[config.mk]
export PLATFORM = sky130hd
export DESIGN_NAME = itx_commit
export DESIGN_NICKNAME = d
export VERILOG_FILES = /design/src/rtl/itx_pkg.sv /design/src/rtl/itx_commit.sv
export SDC_FILE = /design/constraint.sdc
export NUM_CORES = 1
export LEC_CHECK = 0
export BUFFER_PORTS_ARGS = -buffer_cell sky130_fd_sc_hd__buf_2
export CAP_MARGIN = 20
export CORE_AREA = 2 2 68 70
export DETAILED_ROUTE_END_ITERATION = 10
export DIE_AREA = 0 0 70 72
export PLACE_DENSITY_LB_ADDON = 0.25
export SLEW_MARGIN = 20
export SYNTH_ARGS = -nofsm -noshare
export SYNTH_HDL_FRONTEND = slang
export SYNTH_SLANG_ARGS = --single-unit
[constraint.sdc]
create_clock -name vclk -period 2.6
set_clock_uncertainty 0.15 [all_clocks]
set_input_delay 0.13 -clock vclk [all_inputs]
set_output_delay 0.13 -clock vclk [all_outputs]
set_load 0.01 [all_outputs]
[src/rtl/itx_pkg.sv]
`default_nettype none
// ----------------------------------------------------------------------------
// itx_pkg
// Shared constants, opcodes and payload types of the I-type execute block.
// ----------------------------------------------------------------------------
package itx_pkg;

	localparam int MEM_DEPTH = 1024;
	localparam int MEM_AW    = $clog2(MEM_DEPTH);
	localparam int NUM_REGS  = 32;
	localparam int REG_AW    = $clog2(NUM_REGS);

	localparam logic [3:0] OP_ADDI    = 4'd0;
	localparam logic [3:0] OP_XORI    = 4'd1;
	localparam logic [3:0] OP_ORI     = 4'd2;
	localparam logic [3:0] OP_ANDI    = 4'd3;
	localparam logic [3:0] OP_SLLI    = 4'd4;
	localparam logic [3:0] OP_SRLI    = 4'd5;
	localparam logic [3:0] OP_SRAI    = 4'd6;
	localparam logic [3:0] OP_SLTI    = 4'd7;
	localparam logic [3:0] OP_SLTIU   = 4'd8;
	localparam logic [3:0] OP_LW      = 4'd9;
	localparam logic [3:0] OP_LB      = 4'd10;
	localparam logic [3:0] OP_LBU     = 4'd11;
	localparam logic [3:0] OP_LH      = 4'd12;
	localparam logic [3:0] OP_LHU     = 4'd13;
	localparam logic [3:0] OP_JALR    = 4'd14;
	localparam logic [3:0] OP_PRELOAD = 4'd15;

	typedef struct packed {
		logic [3:0]        op;
		logic [4:0]        dest_reg;
		logic [4:0]        src_reg;
		logic signed [11:0] immediate;
		logic [31:0]       pc_in;
		logic [9:0]        preload_addr;
		logic [31:0]       preload_data;
	} instr_t;

	typedef struct packed {
		logic        wrote_reg;
		logic [4:0]  written_reg;
		logic [31:0] written_value;
		logic [31:0] pc_out;
		logic        mem_found;
	} result_t;

	// ALU stage outputs
	typedef struct packed {
		logic [31:0] value;
		logic [31:0] sum;
		logic [31:0] pc_next;
	} alu_out_t;

	// State carried from the ALU stage to the commit stage
	typedef struct packed {
		logic [3:0]  op;
		logic [4:0]  rd;
		logic [31:0] value;
		logic [31:0] pc_out;
		logic        in_range;
	} ctl_s2_t;

	function automatic logic is_load(input logic [3:0] op);
		return (op >= OP_LW) && (op <= OP_LHU);
	endfunction

endpackage
`default_nettype wire

[src/rtl/itx_commit.sv]
`default_nettype none
// ----------------------------------------------------------------------------
// itx_commit
// Final stage: load lookup, byte/halfword extension and register write decision.
// ----------------------------------------------------------------------------
module itx_commit import itx_pkg::*; (
	input  wire ctl_s2_t     ctl,
	input  wire logic [32:0] mem_rdata,
	output result_t          res
);

	logic        found;
	logic        wr;
	logic [31:0] word;
	logic [31:0] val;

	// top bit of a data word is its written flag
	assign found = is_load(ctl.op) && ctl.in_range && mem_rdata[32];
	assign word  = found ? mem_rdata[31:0] : 32'd0;

	always_comb begin
		unique case (ctl.op)
			OP_LW:   val = word;
			OP_LB:   val = {{24{word[7]}}, word[7:0]};
			OP_LBU:  val = {24'd0, word[7:0]};
			OP_LH:   val = {{16{word[15]}}, word[15:0]};
			OP_LHU:  val = {16'd0, word[15:0]};
			default: val = ctl.value;
		endcase
	end

	// x0 and preload never write; lw writes only on a hit
	assign wr = (ctl.rd != 5'd0) && (ctl.op != OP_PRELOAD) && ((ctl.op != OP_LW) || found);

	assign res.wrote_reg     = wr;
	assign res.written_reg   = wr ? ctl.rd : 5'd0;
	assign res.written_value = wr ? val : 32'd0;
	assign res.pc_out        = ctl.pc_out;
	assign res.mem_found     = found;

endmodule
`default_nettype wire

==> After elaboration in Yosys (flattened, before gate mapping) <==
Cells that the tools add are included.
{ "totals": {"regBits": 0, "latchBits": 0, "ramBits": 0, "mem_bits_ro": 0, "in_bits": 107, "output_inout_bits": 71, "word_cells": 20, "n_memories": 0} }
{ "classes": {"add_sub_neg": 0, "n_mul": 0, "div_mod_pow": 0, "magnitude_cmp": 2, "n_eq_ne": 7, "shift": 0, "muxes": 4, "n_bitwise": 0, "n_reduce_logical": 7} }
{ "op_table": {"columns": ["op", "n"], "rows": [
  ["32-bit one-hot mux with 5 select lines", 1],
  ["32-bit 2-to-1 mux", 2],
  ["4-bit equality test (second input constant)", 5],
  ["4-bit != test (second input constant)", 2],
  ["1-bit logical AND", 5],
  ["5-bit 2-to-1 mux", 1],
  ["5-bit nonzero test", 1],
  ["4-bit >= comparator (second input constant)", 1],
  ["4-bit <= comparator (second input constant)", 1],
  ["1-bit logical OR", 1]
]} }

==> Logic depth before layout (Yosys ltp) <==
{ "depth": {"word_depth": 7, "mapped_depth": 7, "ltp_nobuf": 4} }

==> Least setup slack after synthesis <==
OpenSTA, ideal clock, no wires.
{ "synth_path": {"path_kind": "input to output", "startpoint": "input port ctl[71] in the netlist's numbering", "endpoint": "output port res[70] in the netlist's numbering", "arrival_time_ns": 1.271, "required_ns": 2.320, "slack_ns": 1.049, "cell_stages": 7, "n_path_buf": 3, "cell_sequence": "buf_6 > a211o_1 > a21oi_2 > o21bai_4 > buf_6 > inv_1 > buf_4"} }
{ "synth_via": {"elab_chain_cells": 6, "elab_cells_between_ends": 10, "cone_classes": "order compare (2); eq/ne (2); reduce/logical (6)"} }
{ "synth_rtl": {"columns": ["element", "line", "text"], "rows": [
  ["from (decl)", "itx_commit.sv:7", "input wire ctl_s2_t ctl,"],
  ["4-bit >= comparator / 4-bit <= comparator (equally long branches)", "itx_pkg.sv:65", "return (op >= OP_LW) && (op <= OP_LHU);"],
  ["1-bit logical AND", "itx_pkg.sv:65", null],
  ["1-bit logical AND (2 in a row)", "itx_commit.sv:18", "assign found = is_load(ctl.op) && ctl.in_range && mem_rdata[32];"],
  ["1-bit logical OR", "itx_commit.sv:33", "assign wr = (ctl.rd != 5'd0) && (ctl.op != OP_PRELOAD) && ((ctl.op != OP_LW) || found);"],
  ["1-bit logical AND *", "itx_commit.sv:33", null],
  ["to (decl)", "itx_commit.sv:9", "output result_t res"]
]} }
Every way passes the cells marked *; elsewhere a longest branch is shown, timed or not.

==> impl_results.md <==
- Slowest cell delay on critical path: between 300 and 400 ps
- Gr ovfl total: 0
- Die area: ~5000 um^2
- Drt via density: 4.63
- DRT Pass-1 Iters: 4
- Mapped Cells: 170
- Part of the power in registers: 0%
- Worst Path Required: approximately 2300 ps
- Most frequent cells after synthesis: buf_4, nand2_1, nor2_1
- Top cells by area, synth: buf_4, a211oi_2, nand2_1
- Cell-by-cell trace of the critical path: buf_2 > a211o_1 > a21oi_2 > o21bai_4 > buf_4 > a21oi_1 > buf_2
- Post-CTS resize count: 0
- Fmax: 513 MHz
- P_int: 0.126 mW
- FF/Latch Area: 0 um^2
- Drc violations: 0
- Site row count: 24
- Crit end category: output pin
- Hold endpoint: res[13]
- Number of nets in the finished design: 350
- Ratio of cells with drive above 1 in the final layout: 56.4%
- DRT Wirelength: 3400 um
- Slew @ Worst Pin: ~720 ps
- Number of global-route vias before repair: 1,208
- Die span in x: 70 um
- Hold crit path type: in -> out
- NetSw: about 0.14 mW
- CP dominant cell by count: buf_2
- Area Overhead vs Synth: 26.7%
- Initial antenna violation count: 0
- Number of clock-tree buffers in the layout: 0
- Tot GR Track Use: about an eighth
- Cts hold-fix bufs: 0
- Initial DRC Count: 29
- Most frequent cell after synthesis: buf_4
- Antenna viol nets, final: 0
- Crit start category: input port
- Routed via count: 1,358
- Core footprint: 4260 um^2
- Syn_area_per_cell: 6.58 um^2
- Status: finished, final reports clean
- M3 GR Usage: ~1.8%
- Crit path max fanout: 33
- Initial Utilization: about a quarter
- Leakage: 0.684 nW
- Filler cell count: 483
- Minimum clock period: 1950 ps
- RSZ-0062 raised after global routing: false
- Post-synth top area share: 24.8%
- Synth Warn #: 0
- Die height: about 72 um
- Switching Fraction: 53.2%
- Max-cap viol count: 0
- Post-CTS setup buffers: 0
- Setup TNS: 0 ps
- Max Slew Vio Count: 0
- Worst rel slew slack: about half
- GR Layer Usage met1: 14.8%
- I/O pin count: 178
- Pwr/cell area: 190 nW/um^2
- Largest net degree at the start of global routing: 34
- Peak VDD IR: 124 uV
- PortBufs: 114
- Yosys cell types: 28
- Setup violators final: 0
- Area taken by multi-input logic gates: 763 um^2
- Arrival @ worst endpoint: 1670 ps
- Worst Hold Depth: 0
- Detailed Place HPWL: 2630 um
- Seq/Total Area, Yosys: 0%
- Synth Cell Area: ~1100 um^2
- Synth area leader: buf_4
- Fraction of the cycle the final worst path needs: 74.9%
- Met2 Use GR: 22.9%
- Antenna diode count: 0
- Gpl congestion: about 0.72
- Combinational Power Share: 100.0%
- Part of the power in the clock network: 0%
- Num sequential: 0
- Synthesized Nets: approximately 280
- Routed wire per std cell: 11.6 um
- Pwr Total: between 0.2 and 0.3 mW
- CP Class: in -> out
- Crit-path slowest cell: buf_4
- HP Start: ctl[13]
- Hold Fails Final Rpt: 0
- First-pass GRT wire length: 5350 um
- GRT Max-Usage Layer: met2
[kinds of logic (layout without fill, tap and decap cells)]
kind of cell,after synthesis,in the layout,synth area share [%]
AO/OA/AOI/OAI,41,41,34.2
buffers and inverters,46,117,31.8
AND/OR/NAND/NOR,83,83,34.0
[critical path, delay by kind of cell]
| family | cells | cell delay (ps) |
|---|---|---|
| compound gates | 4 | 800 |
| buf+inv | 3 | 700 |
[how the worst max path moves through the flow]
| stage | startpoint | to | slack (ps) | cells past startpoint |
|---|---|---|---|---|
| 2_1_floorplan | ctl[71] | res[70] | 1050 | 7 |
| 3_3_place_gp | ctl[72] | res[62] | 650 | 6 |
| 3_5_place_dp | ctl[71] | res[48] | 610 | 7 |
| 4_1_cts | ctl[71] | res[62] | 630 | 6 |
| 5_1_grt | ctl[71] | res[42] | 470 | 6 |
| 6_report | ctl[71] | res[34] | 650 | 7 |
[power by group through the flow]
stage	logic, mW	clock network (mW)	registers [mW]
final	0.270	0	0
after CTS	0.274	0	0
after global placement	0.272	0	0
after global routing	0.299	0	0
after detailed placement	0.273	0	0
after floorplan	0.209	0	0
[routing by layer]
layer	up-vias	share of wire, %
met3	12	9.5
met5	-	0
met2	72	48
met1	579	42
li1	695	-
met4	0	1.2
[final cells by class]
cell class                 instances  share of cell area [%]
inverter                           1                   0.265
multi-input combinational        124                    53.8
tap                               52                    4.59
timing repair buffer             116                    41.3
[stage by stage]
| step | util [%] | std cells | setup slack [ps] | instance area (um^2) | hold slack [ps] |
|---|---|---|---|---|---|
| 2_1_floorplan | - | 170 | 1050 | 1120 | 202 |
| 3_3_place_gp | 33.2 | 293 | 650 | 1420 | 110 |
| 3_5_place_dp | 33.2 | 293 | 613 | 1420 | 110 |
| 4_1_cts | 33.2 | 293 | 627 | 1420 | 110 |
| 5_1_grt | 33.2 | 293 | 475 | 1420 | 110 |
| 6_report | 33.2 | 293 | 652 | 1420 | 110 |
[cell usage in the layout, fill, tap and decap left out, drive strengths merged]
cell type	instances
a211o	1
a211oi	24
a21boi	2
a21oi	10
and2	2
buf	116
inv	1
nand2	36
nand3	10
nand3b	1
nor2	26
nor2b	5
nor3	1
nor4b	1
o21ai	1
o21bai	1
o31a	1
o31ai	1
or4	1
Note: power is estimated with default switching activity, not from simulation.
