File: src/rtl/itx_pkg.sv
`default_nettype none
// ----------------------------------------------------------------------------
// itx_pkg
// Shared constants, opcodes and payload types of the I-type execute block.
// ----------------------------------------------------------------------------
package itx_pkg;

	localparam int MEM_DEPTH = 1024;
	localparam int MEM_AW    = $clog2(MEM_DEPTH);
	localparam int NUM_REGS  = 32;
	localparam int REG_AW    = $clog2(NUM_REGS);

	localparam logic [3:0] OP_ADDI    = 4'd0;
	localparam logic [3:0] OP_XORI    = 4'd1;
	localparam logic [3:0] OP_ORI     = 4'd2;
	localparam logic [3:0] OP_ANDI    = 4'd3;
	localparam logic [3:0] OP_SLLI    = 4'd4;
	localparam logic [3:0] OP_SRLI    = 4'd5;
	localparam logic [3:0] OP_SRAI    = 4'd6;
	localparam logic [3:0] OP_SLTI    = 4'd7;
	localparam logic [3:0] OP_SLTIU   = 4'd8;
	localparam logic [3:0] OP_LW      = 4'd9;
	localparam logic [3:0] OP_LB      = 4'd10;
	localparam logic [3:0] OP_LBU     = 4'd11;
	localparam logic [3:0] OP_LH      = 4'd12;
	localparam logic [3:0] OP_LHU     = 4'd13;
	localparam logic [3:0] OP_JALR    = 4'd14;
	localparam logic [3:0] OP_PRELOAD = 4'd15;

	typedef struct packed {
		logic [3:0]        op;
		logic [4:0]        dest_reg;
		logic [4:0]        src_reg;
		logic signed [11:0] immediate;
		logic [31:0]       pc_in;
		logic [9:0]        preload_addr;
		logic [31:0]       preload_data;
	} instr_t;

	typedef struct packed {
		logic        wrote_reg;
		logic [4:0]  written_reg;
		logic [31:0] written_value;
		logic [31:0] pc_out;
		logic        mem_found;
	} result_t;

	// ALU stage outputs
	typedef struct packed {
		logic [31:0] value;
		logic [31:0] sum;
		logic [31:0] pc_next;
	} alu_out_t;

	// State carried from the ALU stage to the commit stage
	typedef struct packed {
		logic [3:0]  op;
		logic [4:0]  rd;
		logic [31:0] value;
		logic [31:0] pc_out;
		logic        in_range;
	} ctl_s2_t;

	function automatic logic is_load(input logic [3:0] op);
		return (op >= OP_LW) && (op <= OP_LHU);
	endfunction

endpackage
`default_nettype wire

File: src/rtl/itx_alu.sv
`default_nettype none
// ----------------------------------------------------------------------------
// itx_alu
// Immediate ALU: arithmetic, logic, shifts, compares, address and jump target.
// ----------------------------------------------------------------------------
module itx_alu import itx_pkg::*; (
	input  wire logic [3:0]         op,
	input  wire logic [31:0]        a,
	input  wire logic signed [11:0] imm,
	input  wire logic [31:0]        pc,
	output alu_out_t                res
);

	logic [31:0] imm32;
	logic [31:0] sum;
	logic [4:0]  sh;

	assign imm32 = 32'(imm);
	assign sum   = a + imm32;
	assign sh    = imm[4:0];

	always_comb begin
		res.sum     = sum;
		res.pc_next = pc;
		res.value   = '0;
		unique case (op)
			OP_ADDI:  res.value = sum;
			OP_XORI:  res.value = a ^ imm32;
			OP_ORI:   res.value = a | imm32;
			OP_ANDI:  res.value = a & imm32;
			OP_SLLI:  res.value = a << sh;
			OP_SRLI:  res.value = a >> sh;
			OP_SRAI:  res.value = 32'($signed(a) >>> sh);
			OP_SLTI:  res.value = {31'd0, $signed(a) < $signed(imm32)};
			OP_SLTIU: res.value = {31'd0, a < imm32};
			OP_JALR: begin
				res.value   = pc;
				res.pc_next = sum - 32'd4;
			end
			default:  res.value = '0;
		endcase
	end

endmodule
`default_nettype wire

File: config.mk
export PLATFORM = sky130hd
export DESIGN_NAME = itx_alu
export DESIGN_NICKNAME = d
export VERILOG_FILES = /design/src/rtl/itx_pkg.sv /design/src/rtl/itx_alu.sv
export SDC_FILE = /design/constraint.sdc
export NUM_CORES = 1
export LEC_CHECK = 0
export ABC_CLOCK_PERIOD_IN_PS = 6800
export BUFFER_PORTS_ARGS = -buffer_cell sky130_fd_sc_hd__buf_2
export CAP_MARGIN = 25
export CORE_MARGIN = 1
export CORE_UTILIZATION = 50
export DETAILED_ROUTE_END_ITERATION = 7
export GPL_ROUTABILITY_DRIVEN = 0
export PLACE_DENSITY = 0.77
export SLEW_MARGIN = 40
export SYNTH_ARGS = -nofsm -noshare
export SYNTH_HDL_FRONTEND = slang
export SYNTH_SLANG_ARGS = --single-unit
File: constraint.sdc
create_clock -name vclk -period 6.8
set_input_delay 0.68 -clock vclk [all_inputs]
set_output_delay 0.68 -clock vclk [all_outputs]
set_load 0.005 [all_outputs]
* Word-level counts from Yosys, hierarchy flattened
Cells that the tools add are included.
** Cells by class
- Add/subtract/negate cells :: 2
- Mux-type cells :: 2
- Order comparisons :: 2
- Shift-type cells :: 3
- Equal/unequal tests :: 9
- Reduce and logical (&&, ||, !) cells :: 1
- Bitwise operators :: 3
** Operators by type and width (count)
- case mux 32 bit (10 select lines) :: 1
- adder 32 bit :: 1
- bitwise AND 32 bit :: 1
- less-than comparator 32 x 12 -> 1 bit :: 1
- less-than comparator 32 bit :: 1
- two-way mux 32 bit :: 1
- bitwise OR 32 bit :: 1
- << shifter 32 x 5 -> 32 bit :: 1
- >> shifter 32 x 5 -> 32 bit :: 1
- >>> shifter 32 x 5 -> 32 bit :: 1
- subtractor 32 x 3 -> 32 bit, second input constant :: 1
- XOR 32 bit :: 1
- == test 4 x 3 -> 1 bit, second input constant :: 4
- == test 4 x 2 -> 1 bit, second input constant :: 2
- == test 4 bit, second input constant :: 2
- == test 4 x 1 -> 1 bit, second input constant :: 1
- zero test 4 bit :: 1
** Storage, ports and cells
- Register bits after elaboration :: 0
- Logic and storage cells :: 22

* Longest topological paths before layout
Gate-level depths: netlist of run 1.
- Depth after elaboration :: 3
- Mapped depth :: 16
- Gate-level depth less buffers :: 14

* Worst setup path before layout of run 1
Ideal clock, no wire load.
- Kind :: input -> output
- From :: input imm[2]
- To :: output res[31] in the netlist's numbering
- Slack :: 1.431 ns
- Required time :: 6.120 ns
- Arrival :: 4.689 ns
- Buffers on the path :: 3
- Stages :: 15
- Path through :: inv_1 clkbuf_1 buf_1 clkbuf_1 ha_1 o211ai_2 o211ai_2 a211oi_1 nor2_1 xor2_1 nor4_2 and4b_4 nand3_4 or4b_1 a31oi_1
** RTL lines
- start, declared :: line itx_alu.sv:9 : input wire logic signed [11:0] imm,
- end, declared :: line itx_alu.sv:11 : output alu_out_t res

==> results of run 1 <==
path summary, 6_finish.rpt:
path	start	slack, ns	end
setup / recovery	imm[11]	1.00	res[31]
hold / removal	pc[13]	1.65	res[13]
metrics by stage:
step	setup WS, ns	util
2_1_floorplan	1.43	-
3_3_place_gp	1.26	0.564
3_5_place_dp	1.17	0.564
4_1_cts	1.16	0.564
5_1_grt	0.826	0.565
6_report	1.00	0.565
tightest hold or removal path: cells and delay by family:
kind / cells / cell delay, ns
simple gates: 1 / 0.04
buf+inv: 2 / 0.20
compound gates: 1 / 0.06
layer usage:
| metal | track usage | wire length (um) | vias up |
|---|---|---|---|
| li1 | - | - | 5210 |
| met1 | 0.541 | 14200 | 5333 |
| met2 | 0.612 | 16200 | 986 |
| met3 | 0.0969 | 5520 | 200 |
| met4 | 0.192 | 2310 | 2 |
| met5 | 0 | 13 | - |
cells by family (layout without fill, tap and decap cells):
| group | after synthesis | count (layout) |
|---|---|---|
| compound gates | 508 | 508 |
| other cells | 0 | 1 |
| simple gates | 466 | 466 |
| buf+inv | 170 | 261 |
| mux | 77 | 77 |
| fa+ha+maj | 99 | 99 |
| xor+xnor | 56 | 56 |
cells in the final DEF (no fill, tap or decap), drive strengths merged, types with 6 or more instances in the layout:
cell | netlist | routed
ha | 98 | 98
a221oi | 18 | 18
a22oi | 27 | 27
mux2i | 61 | 61
a211o | 14 | 14
and3 | 9 | 9
a211oi | 16 | 16
o21bai | 8 | 8
mux4 | 11 | 11
nor3 | 21 | 21
nand4 | 11 | 11
or3 | 8 | 8
xor2 | 17 | 17
o31ai | 6 | 6
nand3 | 34 | 34
o22ai | 8 | 8
a21boi | 13 | 13
and2 | 9 | 9
a21o | 19 | 19
nand2 | 159 | 159
a221o | 6 | 6
o21ai | 176 | 176
nor4 | 15 | 15
buf | 34 | 194
nand2b | 23 | 23
a21oi | 116 | 116
xnor2 | 39 | 39
nor2 | 150 | 150
o211ai | 23 | 23
o2111ai | 9 | 9
inv | 65 | 65
nor2b | 6 | 6
a31oi | 11 | 11
area by class of cell:
type / instances / share of cell area
Timing Repair Buffer: 194 / 0.104
Inverter: 67 / 0.0257
Tap cell: 225 / 0.0288
Antenna cell: 1 / 0.000256
Multi-Input combinational cell: 1206 / 0.841
==> reports/summary.json, run 1 <==
{
  "timing": {
    "timing.hold.ws_ns": 1.65,
    "final_number_of_hold_violating_endpoints": 0,
    "rsz0062_at_grt": "false",
    "transition_time_at_the_pin_with_the_least_slew_margin_ns": 0.925,
    "layout_worst_path_cycle_share": 0.853,
    "timing.slew.headroom": 0.381,
    "timing.final.crit_period_ns": 5.80,
    "fin_setup_tns_ns": 0,
    "timing.fmax_mhz": 172,
    "setup_viol": 0,
    "report.final.slew_viol_count": 0
  },
  "synth": {
    "netlist.area_leader.share": 0.138,
    "synth-xor-area-share": 0.0553,
    "area_fraction_in_compound_gates_after_synthesis": 0.381,
    "synthDistinctLibCells": 91,
    "synth_top_area_cell": "ha_1",
    "synthesis.area_um2": 8870,
    "synth_top_family_by_area": "compound AO/OA/AOI/OAI gates",
    "syn_nets": 1555,
    "most_area_consuming_cells_after_synthesis": "ha_1 (14%), o21ai_0 (9.3%), mux2i_1 (6.9%)",
    "synth_cells": 1376,
    "synth_fa_ha_area_frac": 0.140,
    "postSynthAreaPerCell_um2": 6.45,
    "ys_seq_area_frac": 0,
    "synth.mux.area_fraction": 0.103,
    "simple_gate_portion_of_the_synthesized_area": 0.243,
    "synth_common_cells": "o21ai_0 (165), nand2_1 (158), nor2_1 (150)",
    "yosysMostFrequentCell": "o21ai_0",
    "yosysWarnings": 0
  },
  "routing": {
    "dr.pass1.iters": 7,
    "route.detailed.drc": 0,
    "first_iter_violations": 1933,
    "vias_per_cell": 6.93,
    "detail-route-antenna-nets": 0,
    "wl_per_cell_um": 22.6,
    "routed_wirelength_um": 38200,
    "route.vias.total": 11731
  },
  "clock_tree": {
    "post_cts.repair.setup_buffers": 0,
    "ctsHoldBuffers": 0,
    "cts_resized": 0
  },
  "floorplanning": {
    "width_of_the_die_um": 135,
    "design.die.area_um2": 18300,
    "floorplan.io_pins": 176,
    "start_util": 0.513,
    "placementRows": 48,
    "chipHeight_um": 135,
    "placeableCoreArea_um2": 17300
  },
  "hold_path": {
    "min_path_type": "in2out",
    "worstHoldPathCells": 4
  },
  "worst_setup_path": {
    "worstPathCellList": "buf_2, inv_1, ha_1, nand2_1, o21ai_0, a41oi_2, a31oi_4, a21oi_1, xnor2_1, nor4_2, nand3_4, or4b_1, a31oi_1, buf_2",
    "path_common_cell": "buf_2",
    "cp_class": "in2out",
    "cp_slowest_cell": "ha_1",
    "crit_path_max_fanout": 23,
    "timing.critical_path.slowest_cell_delay_ns": 0.67,
    "worstPathBufferInverterCount": 3,
    "critical_path_arrival_ns": 5.12,
    "timing.critical_path.from_type": "primary input",
    "critical_path_required_ns": 6.12,
    "cp.depth": 14,
    "worst_path_dominant_cell_family": "simple AND/OR/NAND/NOR gates",
    "end_kind": "primary output"
  },
  "global_route": {
    "grtUsageTotal": 0.406,
    "via_count_of_the_first_global_routing_pass": 10384,
    "antenna_found_initial": 2,
    "grt_max_degree": 103,
    "globalRoute.totalOverflow": 0,
    "grt_pass1_wl_um": 58300
  },
  "finish": {
    "area.sequential_um2": 0,
    "final_area_um2": 9770,
    "final.fill_count": 1713,
    "nets": 1648,
    "seq_cells": 0,
    "final_layout_size_suffix_gt1_frac": 0.176,
    "multiInputGateArea_um2": 8220,
    "fin_cells": 1693,
    "area_growth_pct": 10.2,
    "clock_buffer_count": 0
  },
  "placement": {
    "placed_instances": 1692,
    "dpl_cell_area_um2": 9760,
    "buffer_ports.inserted": 176,
    "detailed_place_hpwl_um": 29500
  },
  "flow_run": {
    "maxCapViolations": 0
  },
  "outcome": {
    "run_status": "complete, no violations"
  }
}
==> run 2: changes to the inputs <==
ABC_CLOCK_PERIOD_IN_PS = 5770   (was 6800)
SLEW_MARGIN = not set   (was 40)
clock period = 5.77 ns   (was 6.8 ns; I/O delays follow)
==> reports/summary.json, run 2 (same netlist as run 1, synthesis figures left out) <==
{
  "outcome": {
    "run_status": "finished with violations",
    "violations_in_the_final_reports": "DRC"
  },
  "clock_tree": {
    "ctsHoldBuffers": 0,
    "cts_resized": 0,
    "post_cts.repair.setup_buffers": 0
  },
  "routing": {
    "dr.pass1.iters": 8,
    "detail-route-antenna-nets": 0,
    "route.detailed.drc": 16,
    "routed_wirelength_um": 38200,
    "first_iter_violations": 1947,
    "wl_per_cell_um": 22.4,
    "route.vias.total": 11721,
    "vias_per_cell": 6.87
  },
  "timing": {
    "timing.final.crit_period_ns": 5.19,
    "timing.fmax_mhz": 193,
    "timing.slew.headroom": 0.359,
    "layout_worst_path_cycle_share": 0.900,
    "rsz0062_at_grt": "false",
    "fin_setup_tns_ns": 0,
    "setup_viol": 0,
    "transition_time_at_the_pin_with_the_least_slew_margin_ns": 0.958,
    "final_number_of_hold_violating_endpoints": 0,
    "report.final.slew_viol_count": 0
  },
  "worst_setup_path": {
    "crit_path_end": "res[31]",
    "critical_path_required_ns": 5.19,
    "critical_path_arrival_ns": 4.62,
    "timing.critical_path.from_type": "primary input",
    "end_kind": "primary output",
    "cp_class": "in2out",
    "timing.critical_path.from": "imm[11]",
    "crit_path_max_fanout": 20
  },
  "finish": {
    "most-common-layout-cells": "buf_2 (176), o21ai_0 (165), nand2_1 (158)",
    "layout.cells.most_common": "buf_2",
    "final.fill_count": 1725,
    "area_growth_pct": 11.1,
    "area.sequential_um2": 0,
    "clock_buffer_count": 0,
    "final_layout_size_suffix_gt1_frac": 0.181,
    "nets": 1660,
    "seq_cells": 0
  },
  "floorplanning": {
    "placeableCoreArea_um2": 17300,
    "floorplan.io_pins": 176,
    "placementRows": 48,
    "width_of_the_die_um": 135,
    "start_util": 0.513,
    "chipHeight_um": 135,
    "design.die.area_um2": 18300
  },
  "global_route": {
    "grt_pass1_wl_um": 58300,
    "grt_max_degree": 102,
    "via_count_of_the_first_global_routing_pass": 10440,
    "globalRoute.totalOverflow": 0,
    "antenna_found_initial": 2,
    "grtUsageTotal": 0.406
  },
  "hold_path": {
    "min_path_type": "in2out"
  },
  "placement": {
    "buffer_ports.inserted": 176,
    "detailed_place_hpwl_um": 29600
  },
  "flow_run": {
    "maxCapViolations": 0
  }
}
-- run 2: cell count changes in the layout (fill, tap and decap cells not counted) --
cell,before,now
a211oi_1,14,15
buf_4,17,28
nor2_1,149,150
buf_6,1,0
buf_12,0,1
a211oi_2,1,0
nand3_4,2,1
nor2_2,1,0
clkbuf_2,0,1
nand3_2,0,1
-- run 2: metrics by stage --
stage / util / area (um^2) / worst slack [ns] / instances / hold WS [ns]
3_5_place_dp: 0.568 / 9830 / 0.639 / 1702 / 1.44
4_1_cts: 0.568 / 9830 / 0.642 / 1702 / 1.45
5_1_grt: 0.570 / 9850 / 0.369 / 1704 / 1.46
3_3_place_gp: 0.568 / 9830 / 0.766 / 1702 / 1.44
2_1_floorplan: - / 8870 / 0.607 / 1376 / 1.25
6_report: 0.570 / 9860 / 0.577 / 1705 / 1.44
-- run 2: metal layers --
layer,wire [um],GRT usage,vias to the layer above
met5,25,0,-
met4,2580,0.214,4
met3,5340,0.0842,205
met2,15900,0.607,978
met1,14400,0.543,5301
li1,-,-,5233
-- run 2: critical path, stage by stage --
cell and delay [ns]:
buf_2 0.10, inv_1 0.50, ha_1 0.51, a21oi_1 0.28
o21ai_0 0.17, o32ai_2 0.35, a31oi_4 0.10, nor4_1 0.28
nor4b_2 0.09, buf_4 0.18, nor4_2 0.48, nand3_4 0.14
or4b_1 0.52, a31oi_1 0.18, buf_2 0.14
-- run 2: worst min path at each step --
stage | start | to | slack [ns] | depth (start not counted)
finish | pc[13] | res[13] | 1.44 | 4
floorplan | pc[18] | res[18] | 1.25 | 2
CTS | pc[24] | res[24] | 1.45 | 4
global placement | pc[15] | res[15] | 1.44 | 4
global route | pc[7] | res[7] | 1.46 | 4
detailed placement | pc[13] | res[13] | 1.44 | 4
-- run 2: layout make-up --
class / instances / area [um^2] / area share
Multi-Input combinational cell: 1206 / 8200 / 0.832
Timing Repair Buffer: 206 / 1120 / 0.113
Tap cell: 225 / 282 / 0.0286
Inverter: 67 / 251 / 0.0255
Antenna cell: 1 / 2.50 / 0.000254
